**src/rtl/core/u2j_pkg.sv**
```systemverilog
`timescale 1ns / 1ps
`default_nettype none
package u2j_pkg;

    typedef enum logic [1:0] {
        K_CHAR = 2'd0,
        K_ESC  = 2'd1,
        K_HEX  = 2'd2,
        K_PAIR = 2'd3
    } t_kind;

    // one command per input item that has results
    typedef struct packed {
        t_kind       kind;
        logic [6:0]  ch;
        logic [15:0] hi;
        logic [15:0] lo;
    } t_cmd;

    typedef struct packed {
        logic valid;
        t_cmd cmd;
    } t_push;

    localparam logic [1:0] MARK_DATA  = 2'd0;
    localparam logic [1:0] MARK_START = 2'd1;
    localparam logic [1:0] MARK_END   = 2'd2;

    localparam logic [6:0] CH_QUOTE = 7'h22;
    localparam logic [6:0] CH_BSL   = 7'h5C;
    localparam logic [6:0] CH_U     = 7'h75;
    localparam logic [6:0] CH_B     = 7'h62;
    localparam logic [6:0] CH_F     = 7'h66;
    localparam logic [6:0] CH_N     = 7'h6E;
    localparam logic [6:0] CH_R     = 7'h72;
    localparam logic [6:0] CH_T     = 7'h74;

    localparam logic [15:0] CP_REPLACEMENT = 16'hFFFD;

endpackage
`default_nettype wire

```
**src/rtl/core/u2j_in_if.sv**
```systemverilog
`timescale 1ns / 1ps
`default_nettype none
interface u2j_in_if;
    logic       valid;
    logic       ready;
    logic [1:0] mark;
    logic [7:0] data_byte;

    modport source (output valid, output mark, output data_byte, input ready);
    modport sink (input valid, input mark, input data_byte, output ready);
endinterface
`default_nettype wire

```
**src/rtl/core/u2j_out_if.sv**
```systemverilog
`timescale 1ns / 1ps
`default_nettype none
interface u2j_out_if;
    logic       valid;
    logic       ready;
    logic [6:0] out_char;
    logic       last_of_run;

    modport source (output valid, output out_char, output last_of_run, input ready);
    modport sink (input valid, input out_char, input last_of_run, output ready);
endinterface
`default_nettype wire

```
**src/rtl/core/utf8_to_json_string_escaper_top.sv**
```systemverilog
`timescale 1ns / 1ps
`default_nettype none
// UTF-8 bytes framed by start and end marks go in, the JSON quoted form comes
// out one ASCII character per cycle while the receiver is ready. The front
// decodes UTF-8 and classifies each finished code point in the cycle its byte
// is taken; a queue of FIFO_DEPTH commands hands them to a sequencer that
// spells them out. Plain characters and marks follow each other back to back;
// a two-character escape, a six-character \uXXXX escape and a twelve-character
// surrogate pair are spelled one character at a time; input stalls once the
// queue fills behind them. Lead and middle bytes of a sequence produce nothing.
// An item's first character comes out through the queue, then the command and output registers.
module utf8_to_json_string_escaper_top #(
    parameter int FIFO_DEPTH = 4
) (
    input  wire logic i_clk,
    input  wire logic i_rst_n,
    u2j_in_if.sink    i_in,
    u2j_out_if.source o_out
);
    import u2j_pkg::*;

    t_push push;
    t_cmd  q_data;
    logic  q_full;
    logic  q_empty;
    logic  pop;

    u2j_front u_front (
        .i_clk   (i_clk),
        .i_rst_n (i_rst_n),
        .i_in    (i_in),
        .i_full  (q_full),
        .o_push  (push)
    );

    u2j_queue #(
        .DEPTH (FIFO_DEPTH)
    ) u_queue (
        .i_clk   (i_clk),
        .i_rst_n (i_rst_n),
        .i_push  (push),
        .i_pop   (pop),
        .o_data  (q_data),
        .o_full  (q_full),
        .o_empty (q_empty)
    );

    u2j_back u_back (
        .i_clk   (i_clk),
        .i_rst_n (i_rst_n),
        .i_data  (q_data),
        .i_empty (q_empty),
        .o_pop   (pop),
        .o_out   (o_out)
    );

endmodule
`default_nettype wire

```
**src/rtl/core/u2j_front.sv**
```systemverilog
`timescale 1ns / 1ps
`default_nettype none
module u2j_front (
    input  wire logic    i_clk,
    input  wire logic    i_rst_n,
    u2j_in_if.sink       i_in,
    input  wire logic    i_full,
    output u2j_pkg::t_push o_push
);
    import u2j_pkg::*;

    logic [20:0] r_acc, n_acc;
    logic [1:0]  r_rem, n_rem;
    logic        accept;
    logic        emit;
    logic [20:0] cp;
    t_cmd        cmd;

    function automatic t_cmd classify(input logic [20:0] c);
        t_cmd        r;
        logic [20:0] d;
        r.kind = K_HEX;
        r.ch   = c[6:0];
        r.hi   = c[15:0];
        r.lo   = 16'h0;
        d      = c - 21'h010000;
        case (c)
            21'h22: begin r.kind = K_ESC; r.ch = CH_QUOTE; end
            21'h5C: begin r.kind = K_ESC; r.ch = CH_BSL; end
            21'h08: begin r.kind = K_ESC; r.ch = CH_B; end
            21'h0C: begin r.kind = K_ESC; r.ch = CH_F; end
            21'h0A: begin r.kind = K_ESC; r.ch = CH_N; end
            21'h0D: begin r.kind = K_ESC; r.ch = CH_R; end
            21'h09: begin r.kind = K_ESC; r.ch = CH_T; end
            default: begin
                if (c >= 21'h20 && c <= 21'h7F) begin
                    r.kind = K_CHAR;
                end else if (c > 21'h10FFFF) begin
                    r.hi = CP_REPLACEMENT;
                end else if (c > 21'h00FFFF) begin
                    r.kind = K_PAIR;
                    r.hi   = {6'b110110, d[19:10]};
                    r.lo   = {6'b110111, d[9:0]};
                end
            end
        endcase
        return r;
    endfunction

    assign i_in.ready = !i_full;
    assign accept     = i_in.valid && !i_full;

    always_comb begin
        n_acc = r_acc;
        n_rem = r_rem;
        emit  = 1'b0;
        cp    = {13'h0, i_in.data_byte};
        if (i_in.mark == MARK_START || i_in.mark == MARK_END) begin
            n_rem = 2'd0;
            emit  = 1'b1;
        end else if (i_in.mark == MARK_DATA) begin
            if (r_rem != 2'd0) begin
                n_acc = {r_acc[14:0], i_in.data_byte[5:0]};
                n_rem = r_rem - 2'd1;
                cp    = n_acc;
                emit  = (r_rem == 2'd1);
            end else if (!i_in.data_byte[7]) begin
                emit = 1'b1;
            end else if (i_in.data_byte[7:5] == 3'b110) begin
                n_acc = {16'h0, i_in.data_byte[4:0]};
                n_rem = 2'd1;
            end else if (i_in.data_byte[7:4] == 4'b1110) begin
                n_acc = {17'h0, i_in.data_byte[3:0]};
                n_rem = 2'd2;
            end else if (i_in.data_byte[7:3] == 5'b11110) begin
                n_acc = {18'h0, i_in.data_byte[2:0]};
                n_rem = 2'd3;
            end else begin
                // stray continuation or bad lead byte stands for itself
                emit = 1'b1;
            end
        end
    end

    always_comb begin
        cmd = classify(cp);
        if (i_in.mark != MARK_DATA) begin
            cmd.kind = K_CHAR;
            cmd.ch   = CH_QUOTE;
        end
    end

    always_ff @(posedge i_clk) begin
        if (!i_rst_n) begin
            r_acc <= 21'h0;
            r_rem <= 2'd0;
        end else if (accept) begin
            r_acc <= n_acc;
            r_rem <= n_rem;
        end
    end

    assign o_push.valid = accept && emit;
    assign o_push.cmd   = cmd;

endmodule
`default_nettype wire

```
**src/rtl/core/u2j_queue.sv**
```systemverilog
`timescale 1ns / 1ps
`default_nettype none
module u2j_queue #(
    parameter int DEPTH = 4
) (
    input  wire logic           i_clk,
    input  wire logic           i_rst_n,
    input  wire u2j_pkg::t_push i_push,
    input  wire logic           i_pop,
    output u2j_pkg::t_cmd       o_data,
    output logic                o_full,
    output logic                o_empty
);
    import u2j_pkg::*;

    localparam int AW = (DEPTH > 1) ? $clog2(DEPTH) : 1;
    localparam int CW = $clog2(DEPTH + 1);

    t_cmd          r_mem [DEPTH];
    logic [AW-1:0] r_wp, r_rp;
    logic [CW-1:0] r_cnt;
    logic          do_push, do_pop;

    assign o_full  = (r_cnt == CW'(DEPTH));
    assign o_empty = (r_cnt == '0);
    assign o_data  = r_mem[r_rp];
    assign do_push = i_push.valid && !o_full;
    assign do_pop  = i_pop && !o_empty;

    always_ff @(posedge i_clk) begin
        if (do_push) begin
            r_mem[r_wp] <= i_push.cmd;
        end
    end

    always_ff @(posedge i_clk) begin
        if (!i_rst_n) begin
            r_wp  <= '0;
            r_rp  <= '0;
            r_cnt <= '0;
        end else begin
            if (do_push) begin
                r_wp <= (r_wp == AW'(DEPTH - 1)) ? '0 : r_wp + AW'(1);
            end
            if (do_pop) begin
                r_rp <= (r_rp == AW'(DEPTH - 1)) ? '0 : r_rp + AW'(1);
            end
            if (do_push && !do_pop) begin
                r_cnt <= r_cnt + CW'(1);
            end else if (do_pop && !do_push) begin
                r_cnt <= r_cnt - CW'(1);
            end
        end
    end

endmodule
`default_nettype wire

```
**src/rtl/core/u2j_back.sv**
```systemverilog
`timescale 1ns / 1ps
`default_nettype none
module u2j_back (
    input  wire logic          i_clk,
    input  wire logic          i_rst_n,
    input  wire u2j_pkg::t_cmd i_data,
    input  wire logic          i_empty,
    output logic               o_pop,
    u2j_out_if.source          o_out
);
    import u2j_pkg::*;

    logic       r_busy;
    t_cmd       r_cmd;
    logic [3:0] r_idx;
    logic       r_ov;
    logic [6:0] r_och;
    logic       r_olast;

    logic       out_adv;
    logic       emit;
    logic       cur_last;
    logic       load;
    logic [3:0] last_idx;
    logic [6:0] cur_char;
    logic [2:0] pos;
    logic [15:0] val;
    logic [3:0] nib;

    function automatic logic [6:0] hex_char(input logic [3:0] n);
        return (n < 4'd10) ? (7'h30 + {3'b0, n}) : (7'h37 + {3'b0, n});
    endfunction

    always_comb begin
        case (r_cmd.kind)
            K_CHAR:  last_idx = 4'd0;
            K_ESC:   last_idx = 4'd1;
            K_HEX:   last_idx = 4'd5;
            default: last_idx = 4'd11;
        endcase
    end

    // second half of a surrogate pair reuses the hex sequence on lo
    always_comb begin
        if (r_idx >= 4'd6) begin
            pos = 3'(r_idx - 4'd6);
            val = r_cmd.lo;
        end else begin
            pos = r_idx[2:0];
            val = r_cmd.hi;
        end
        case (pos)
            3'd2:    nib = val[15:12];
            3'd3:    nib = val[11:8];
            3'd4:    nib = val[7:4];
            default: nib = val[3:0];
        endcase
        case (r_cmd.kind)
            K_CHAR: cur_char = r_cmd.ch;
            K_ESC:  cur_char = (r_idx == 4'd0) ? CH_BSL : r_cmd.ch;
            default: begin
                if (pos == 3'd0) begin
                    cur_char = CH_BSL;
                end else if (pos == 3'd1) begin
                    cur_char = CH_U;
                end else begin
                    cur_char = hex_char(nib);
                end
            end
        endcase
    end

    assign out_adv  = !r_ov || o_out.ready;
    assign emit     = r_busy && out_adv;
    assign cur_last = (r_idx == last_idx);
    assign load     = !r_busy || (emit && cur_last);
    assign o_pop    = load && !i_empty;

    always_ff @(posedge i_clk) begin
        if (!i_rst_n) begin
            r_busy <= 1'b0;
            r_idx  <= 4'd0;
            r_ov   <= 1'b0;
        end else begin
            if (load) begin
                r_busy <= !i_empty;
                r_idx  <= 4'd0;
            end else if (emit) begin
                r_idx <= r_idx + 4'd1;
            end
            if (out_adv) begin
                r_ov <= emit;
            end
        end
    end

    always_ff @(posedge i_clk) begin
        if (load) begin
            r_cmd <= i_data;
        end
        if (emit) begin
            r_och   <= cur_char;
            r_olast <= cur_last;
        end
    end

    assign o_out.valid       = r_ov;
    assign o_out.out_char    = r_och;
    assign o_out.last_of_run = r_olast;

endmodule
`default_nettype wire
```
**src/flat_wrapper.sv**
```systemverilog
// flat-port wrapper written by rule: the top's interface ports become plain ports
module utf8_to_json_string_escaper_top_flat import u2j_pkg::*;
#(
    parameter int FIFO_DEPTH = 4
)
  (i_clk, i_rst_n, i_in_valid, i_in_mark, i_in_data_byte, i_in_ready, o_out_valid, o_out_out_char, o_out_last_of_run, o_out_ready);
  u2j_in_if i_in_i ();
  u2j_out_if o_out_i ();
  input  wire logic i_clk;
  input  wire logic i_rst_n;
  input wire logic [$bits(i_in_i.valid)-1:0] i_in_valid;
  input wire logic [$bits(i_in_i.mark)-1:0] i_in_mark;
  input wire logic [$bits(i_in_i.data_byte)-1:0] i_in_data_byte;
  output wire logic [$bits(i_in_i.ready)-1:0] i_in_ready;
  output wire logic [$bits(o_out_i.valid)-1:0] o_out_valid;
  output wire logic [$bits(o_out_i.out_char)-1:0] o_out_out_char;
  output wire logic [$bits(o_out_i.last_of_run)-1:0] o_out_last_of_run;
  input wire logic [$bits(o_out_i.ready)-1:0] o_out_ready;
  assign i_in_i.valid = i_in_valid;
  assign i_in_i.mark = i_in_mark;
  assign i_in_i.data_byte = i_in_data_byte;
  assign i_in_ready = i_in_i.ready;
  assign o_out_valid = o_out_i.valid;
  assign o_out_out_char = o_out_i.out_char;
  assign o_out_last_of_run = o_out_i.last_of_run;
  assign o_out_i.ready = o_out_ready;
  utf8_to_json_string_escaper_top #(.FIFO_DEPTH(FIFO_DEPTH)) u_core (.i_clk(i_clk), .i_rst_n(i_rst_n), .i_in(i_in_i), .o_out(o_out_i));
endmodule
```
**config.mk**
```make
export PLATFORM = sky130hd
export DESIGN_NAME = utf8_to_json_string_escaper_top_flat
export DESIGN_NICKNAME = d
export VERILOG_FILES = /design/src/rtl/core/u2j_pkg.sv /design/src/rtl/core/u2j_in_if.sv /design/src/rtl/core/u2j_out_if.sv /design/src/rtl/core/utf8_to_json_string_escaper_top.sv /design/src/rtl/core/u2j_front.sv /design/src/rtl/core/u2j_queue.sv /design/src/rtl/core/u2j_back.sv /design/src/flat_wrapper.sv
export SDC_FILE = /design/constraint.sdc
export NUM_CORES = 1
export LEC_CHECK = 0
export BUFFER_PORTS_ARGS = -buffer_cell sky130_fd_sc_hd__buf_2
export CAP_MARGIN = 20
export CORE_AREA = 10 10 107 204
export DETAILED_ROUTE_END_ITERATION = 12
export DIE_AREA = 0 0 117 214
export HOLD_SLACK_MARGIN = 0.02
export PLACE_DENSITY = 0.75
export RECOVER_POWER = 100
export SYNTH_ARGS = -nofsm -noshare
export SYNTH_HDL_FRONTEND = slang
export SYNTH_HIERARCHICAL = 1
export SYNTH_SLANG_ARGS = --single-unit
export TNS_END_PERCENT = 5
```
**constraint.sdc**
```tcl
create_clock -name i_clk -period 3.3 [get_ports i_clk]
set_input_delay 0 -clock i_clk [delete_from_list [all_inputs] [get_ports i_clk]]
set_output_delay 0 -clock i_clk [all_outputs]
set_load 0.02 [all_outputs]
```
# Word level (Yosys, flattened, before mapping)

Memories as Yosys holds them, arrays and structs flattened. A register that Yosys moved wholly into a read port is not among the register bits.
Index checks and enable logic that the tools add are counted.

Input port bits: 14
Memories: 1
Memory bits (writable): 164
Register bits: 38

Memories:

| name                 | words | bits a word | rd ports | clocked after Yosys merged registers in | wr ports | RTL line        | source |
|---|---|---|---|---|---|---|---|
| u_core.u_queue.r_mem | 4     | 41          | 1        | 1                                       | 1        | u2j_queue.sv:19 | `t_cmd r_mem [DEPTH];` |

$lt $le $gt $ge: 6
Bitwise gates (word level): 2
Muxes and demuxes: 48
Reduce and logical (&&, ||, !) cells: 36
$add $sub $neg: 10
Equal/unequal tests: 23

Operators with widths:

| operator                                                           | count |
|---|---|
| == test 21 x 4 -> 1 bit, second input constant                     | 5 |
| two-way mux 32 bit                                                 | 3 |
| two-way mux 15 bit                                                 | 5 |
| two-way mux 21 bit                                                 | 3 |
| case mux 7 bit (7 select lines)                                    | 1 |
| two-way mux 16 bit                                                 | 3 |
| two-way mux 7 bit                                                  | 4 |
| two-way mux 2 bit                                                  | 12 |
| case mux 4 bit (3 select lines)                                    | 2 |
| == test 21 x 6 -> 1 bit, second input constant                     | 1 |
| == test 21 x 7 -> 1 bit, second input constant                     | 1 |
| greater-or-equal comparator 21 x 6 -> 1 bit, second input constant | 1 |
| > comparator 21 x 16 -> 1 bit, second input constant               | 1 |
| > comparator 21 bit, second input constant                         | 1 |
| less-or-equal comparator 21 x 7 -> 1 bit, second input constant    | 1 |
| subtractor 20 x 17 -> 20 bit, second input constant                | 1 |
| adder 6 x 4 -> 7 bit, first input constant                         | 2 |
| case mux 7 bit (2 select lines)                                    | 1 |
| logical AND 1 bit                                                  | 10 |
| two-way mux 1 bit                                                  | 10 |
| nonzero test 2 bit                                                 | 5 |
| == test 3 bit, second input constant                               | 3 |
| two-way mux 3 bit                                                  | 3 |
| two-way mux 9 bit                                                  | 1 |
| other kinds (28)                                                   | 45 |

# Longest topological paths before layout

Depth in word-level cells: 14
Depth in mapped cells: 16

# Modules after synthesis

The synthesis kept the hierarchy.

By module, submodules not included:

| module    | times used | cells an instance | area an instance (µm²) |
|---|---|---|---|
| u2j_queue | 1          | 266               | 6,447.4 |
| u2j_back  | 1          | 206               | 2,625.0 |
| u2j_front | 1          | 237               | 1,785.5 |

# Worst setup path before layout

OpenSTA, ideal clock, no wires.

Path kind: input -> register
Start point: in i_in_mark[0]
End point: mem u_core/u_queue/r_mem[0][11] (netlist bit), data pin
Stages: 15
Slack: 0.322 ns
Arrival time: 2.846 ns
Path buffers: 4
Path through: inv_1 ha_1 nand2b_1 buf_6 nor2_2 clkbuf_1 nand2_1 ha_1 nor3_1 a211oi_1 o2111ai_2 nand3_4 buf_4 nor2_1 buf_4

RTL lines:

| what            | RTL line           | source |
|---|---|---|
| start, declared | flat_wrapper.sv:12 | `input wire logic [$bits(i_in_i.mark)-1:0] i_in_mark;` |
| end, declared   | u2j_queue.sv:19    |  |

# Final worst setup path

Start point: reg, netlist name u_core/u_back/r_cmd[40]
End point: reg u_core.u_queue.r_cnt[2]

Longest elaborated chain between the ends: 10

RTL lines:

| what                                                    | RTL line                              | source |
|---|---|---|
| == test 2 bit (tied with other cells)                   | u2j_back.sv:35                        | `case (r_cmd.kind)` |
| case mux 4 bit (3 select lines) (*)                     | u2j_back.sv:35                        |  |
| == test 4 bit (*)                                       | u2j_back.sv:75                        | `assign cur_last = (r_idx == last_idx);` |
| via u_core.u_back.cur_last                              | u2j_back.sv:22                        | `logic cur_last;` |
| logical AND 1 bit (*)                                   | u2j_back.sv:76                        | `assign load = !r_busy \|\| (emit && cur_last);` |
| logical OR 1 bit (*)                                    | u2j_back.sv:76                        |  |
| logical AND 1 bit (*)                                   | u2j_back.sv:77                        | `assign o_pop = load && !i_empty;` |
| via u_core.pop                                          | utf8_to_json_string_escaper_top.sv:26 | `logic pop;` |
| logical AND 1 bit (*)                                   | u2j_queue.sv:28                       | `assign do_pop = i_pop && !o_empty;` |
| logical NOT 1 bit                                       | u2j_queue.sv:48                       | `if (do_push && !do_pop) begin` |
| logical AND 1 bit                                       | u2j_queue.sv:48                       |  |
| two-way mux 3 bit or nonzero test 2 bit (tied branches) | n/a                                   |  |
| end signal, assigned                                    | u2j_queue.sv:49                       | `r_cnt <= r_cnt + CW'(1);` |
| end signal, assigned                                    | u2j_queue.sv:51                       | `r_cnt <= r_cnt - CW'(1);` |
| end, declared                                           | u2j_queue.sv:21                       | `logic [CW-1:0] r_cnt;` |

The timed path passes the listed nets; every way through them passes the cells marked *.
A chain may end at the register's enable or synchronous reset.

==> metrics.csv <==
stage,metric,value,unit
outcome,status,"finished, final reports clean",
synth,synth_top_family_by_area,multiplexers,
clock_tree,cts_made_buffers,21,
clock_tree,clkSinkCount,245,
synth,ys.flop_type,edfxtp_1,
placement,port_buffers,23,
synth,synth_cell_types,85,
synth,synthAdderAreaFrac,1.80,%
final_layout,filler_cell_count,1347,
placement,hpwl,14900,um
critical_path,crit_start,u_core/u_back/r_cmd[40],
global_route,antenna_found_initial,0,
placement,place_area,0.0112,sq mm
critical_path,cp_slowest_stage_delay,480,ps
global_route,track_usage,17.5,%
global_route,grt_pass1_vias,6472,
critical_path,start_kind,flip-flop,
clock_tree,htree_levels,1,
job,maxCapViolCount,0,
synth,syn_inst,709,
timing,fin_setup_tns,0,ps
timing,fin_crit_sh,96.3,%
synth,synthesis.nets,738,
final_layout,drive_gt1_share,18.0,%
die,die_area,0.0250,sq mm
drt,final_antenna_net_count,0,
synth,yosys_warnings,6,
clock_tree,root_buffer,clkbuf_16,
critical_path,reg2reg_from,u_core/u_back/r_cmd[40],
timing,fmax,315,MHz
drt,drc_errors,0,
final_layout,area_growth,8.79,%
hold_path,worst_hold_startpoint,i_in_data_byte[4],
clock_tree,clk_latency,510,ps
synth,synthXorXnorAreaFrac,0.645,%
global_route,grt-ovfl-total,0,
synth,synth_simple_gate_area_share,9.65,%
final_layout,layout_common_cells,"213 x edfxtp_1, 43 x nand2_1, 40 x mux4_2, 35 x nor2_1, 31 x dfxtp_1",
pwr,leakagePower,4.03,nW
final_layout,layout_commonest_cell,edfxtp_1,
drt,drt_pass1_iterations,5,
critical_path,worstPathCellList,and3b_1 > o21ai_1 > o21ai_0 > a22o_1 > a21oi_2 > nor2_1 > o31ai_1 > ha_1 > inv_1 > fa_1 > xor2_1 > or3_1 > a21boi_0,
synth,synth_edf_count,213,
timing,slew_headroom,9.63,%
synth,synth_top_area_cell,edfxtp_1,
hold_path,min_path_type,input pin to flip-flop,
pwr,p_total,8.23,mW
die,io_pins,24,
timing,hold_violations,0,
pwr,irDropWorstVdd,0.000449,V
die,core,0.0187,sq mm
die,start_util,58.2,%
die,die_h,214,um
timing,fin_crit,3180,ps
timing,rsz0062_at_grt,no,
timing,fin_hold_ws,37.5,ps
die,rows,71,
synth,ys_top_cells_by_area,"edfxtp_1 59%, mux4_2 8.3%, dfxtp_1 5.9%",
final_layout,design_area,0.0118,sq mm
critical_path,cp_max_fo,6,
clock_tree,cts_buffer_depth,3,
placement,gp_congestion,0.919,
synth,avgSynthCellArea,15.3,sq um
timing,worst_pin_slew,1350,ps
drt,wl_per_cell,22.2,um
critical_path,worst-endpoint-required,3710,ps
drt,vias,6210,
drt,drt-total-wl,21800,um
synth,syn_area,0.0109,sq mm
drt,viasPerCell,6.32,
final_layout,multi_input_area,0.00335,sq mm
final_layout,regArea,0.00704,sq mm
drt,drt_iter0_drc,367,
critical_path,end_kind,flip-flop,
synth,yosys-mux-area-fraction,10.9,%
timing,slew_viol_final,0,
clock_tree,clk_pin_slew_worst_paths,70,ps
global_route,grt_start_max_net_pins,43,
synth,synth_compound_area_share,8.14,%
synth,synth_top_area_share,58.9,%
synth,ys_seq_elements,245,
final_layout,antenna-diode-count,0,
timing,fin_skew,18.5,ps
timing,finalSetupViolCount,0,
critical_path,worstPathArrival,3590,ps
die,die_w,117,um
critical_path,criticalPathCategory,flip-flop to flip-flop,
synth,ys_seq_area_share,64.8,%
critical_path,crit_slowest_cell,edfxtp_1,
global_route,grt_pass1_wl,34200,um
synth,async_flop_share,0,%
pwr,powerDensity,697,mW/mm^2
clock_tree,cts_tree,done,
final_layout,nets,778,
## worst max-delay path: cells and delay by family, from the launching register on
family / cells / cell delay (ps)
adder cells (fa/ha/maj): 2 / 660
XOR/XNOR: 1 / 170
flip-flops: 1 / 480
AND/OR/NAND/NOR: 3 / 610
AO/OA/AOI/OAI: 6 / 1090
buffers and inverters: 1 / 70
## stage by stage
stage,instances,setup slack [ps],util [%]
5_1_grt,982,2.06,63.3
4_1_cts,977,104,64.0
3_5_place_dp,932,110,60.0
3_3_place_gp,932,364,60.0
2_1_floorplan,709,322,-
6_report,982,122,63.3
## synthesized netlist by cell type (5+ instances only)
library cell and number:
a21oi_1 18, a22oi_1 10, a31oi_1 5, and2_1 11, buf_2 12, buf_4 6
buf_6 6, clkbuf_1 11, dfxtp_1 32, edfxtp_1 213, ha_1 14, inv_1 29
mux2i_1 17, mux4_2 40, nand2_1 43, nand3_1 10, nand4_1 6, nor2_1 35
nor2b_1 21, nor3_1 12, nor3_2 8, o21ai_0 19, o21ai_1 7, o32ai_1 15
## worst paths after layout
path                             endpoint  slack (ps)  cells after the start
hold / removal    u_core/u_front/r_acc[4]          40                      5
setup reg to reg  u_core/u_queue/r_cnt[2]         120                     13
hold reg to reg    u_core/u_queue/r_wp[1]         510                      2
setup / recovery  u_core/u_queue/r_cnt[2]         120                     13
## report_power, final
part,total [mW],internal (mW),leakage (nW),switching (mW)
combinational,1.55,0.674,1.42,0.877
sequential,4.27,4.01,2.28,0.257
clock,2.41,1.38,0.333,1.03
## final cells by class
type	instances	share of cell area, %
clock buffers	26	4.78
clock inverters	11	0.985
inverters	29	0.922
multi-input cells	392	28.3
well taps	219	2.32
flip-flops and latches	245	59.6
repair buffers	60	3.07
## what timing repair did
item,in CTS,in global routing
resized for setup,0,2
hold buffers,8,0
endpoints found under the setup margin,0,1
endpoints found under the hold margin,24,0
setup buffers,0,5
## per-layer routing
layer / track usage (%) / wire length, um / vias to the layer above
li1: - / - / 2824
met1: 18.8 / 7790 / 3113
met2: 31.9 / 12100 / 204
met3: 2.21 / 820 / 69
met4: 8.99 / 1080 / 0
met5: 0 / 0 / -
## cell families (layout without fill, tap and decap cells)
family / count (synthesis) / count (layout)
fa+ha+maj: 15 / 15
flops: 245 / 245
mux: 65 / 65
xor+xnor: 8 / 8
buf+inv: 72 / 126
other cells: 1 / 1
compound gates: 118 / 118
simple gates: 185 / 185
## state kept, by name (all words and copies together) (netlist names), 2 cells and up, named ones only
signal / cells
u_core/u_queue/r_wp: 2
u_core/u_queue/r_mem: 164
u_core/u_queue/r_cnt: 3
u_core/u_back/o_out.out_char: 7
u_core/u_back/r_idx: 4
u_core/u_queue/r_rp: 2
u_core/u_front/r_acc: 15
u_core/u_front/r_rem: 2
u_core/u_back/r_cmd: 41
(Power assumes the default switching activity.)
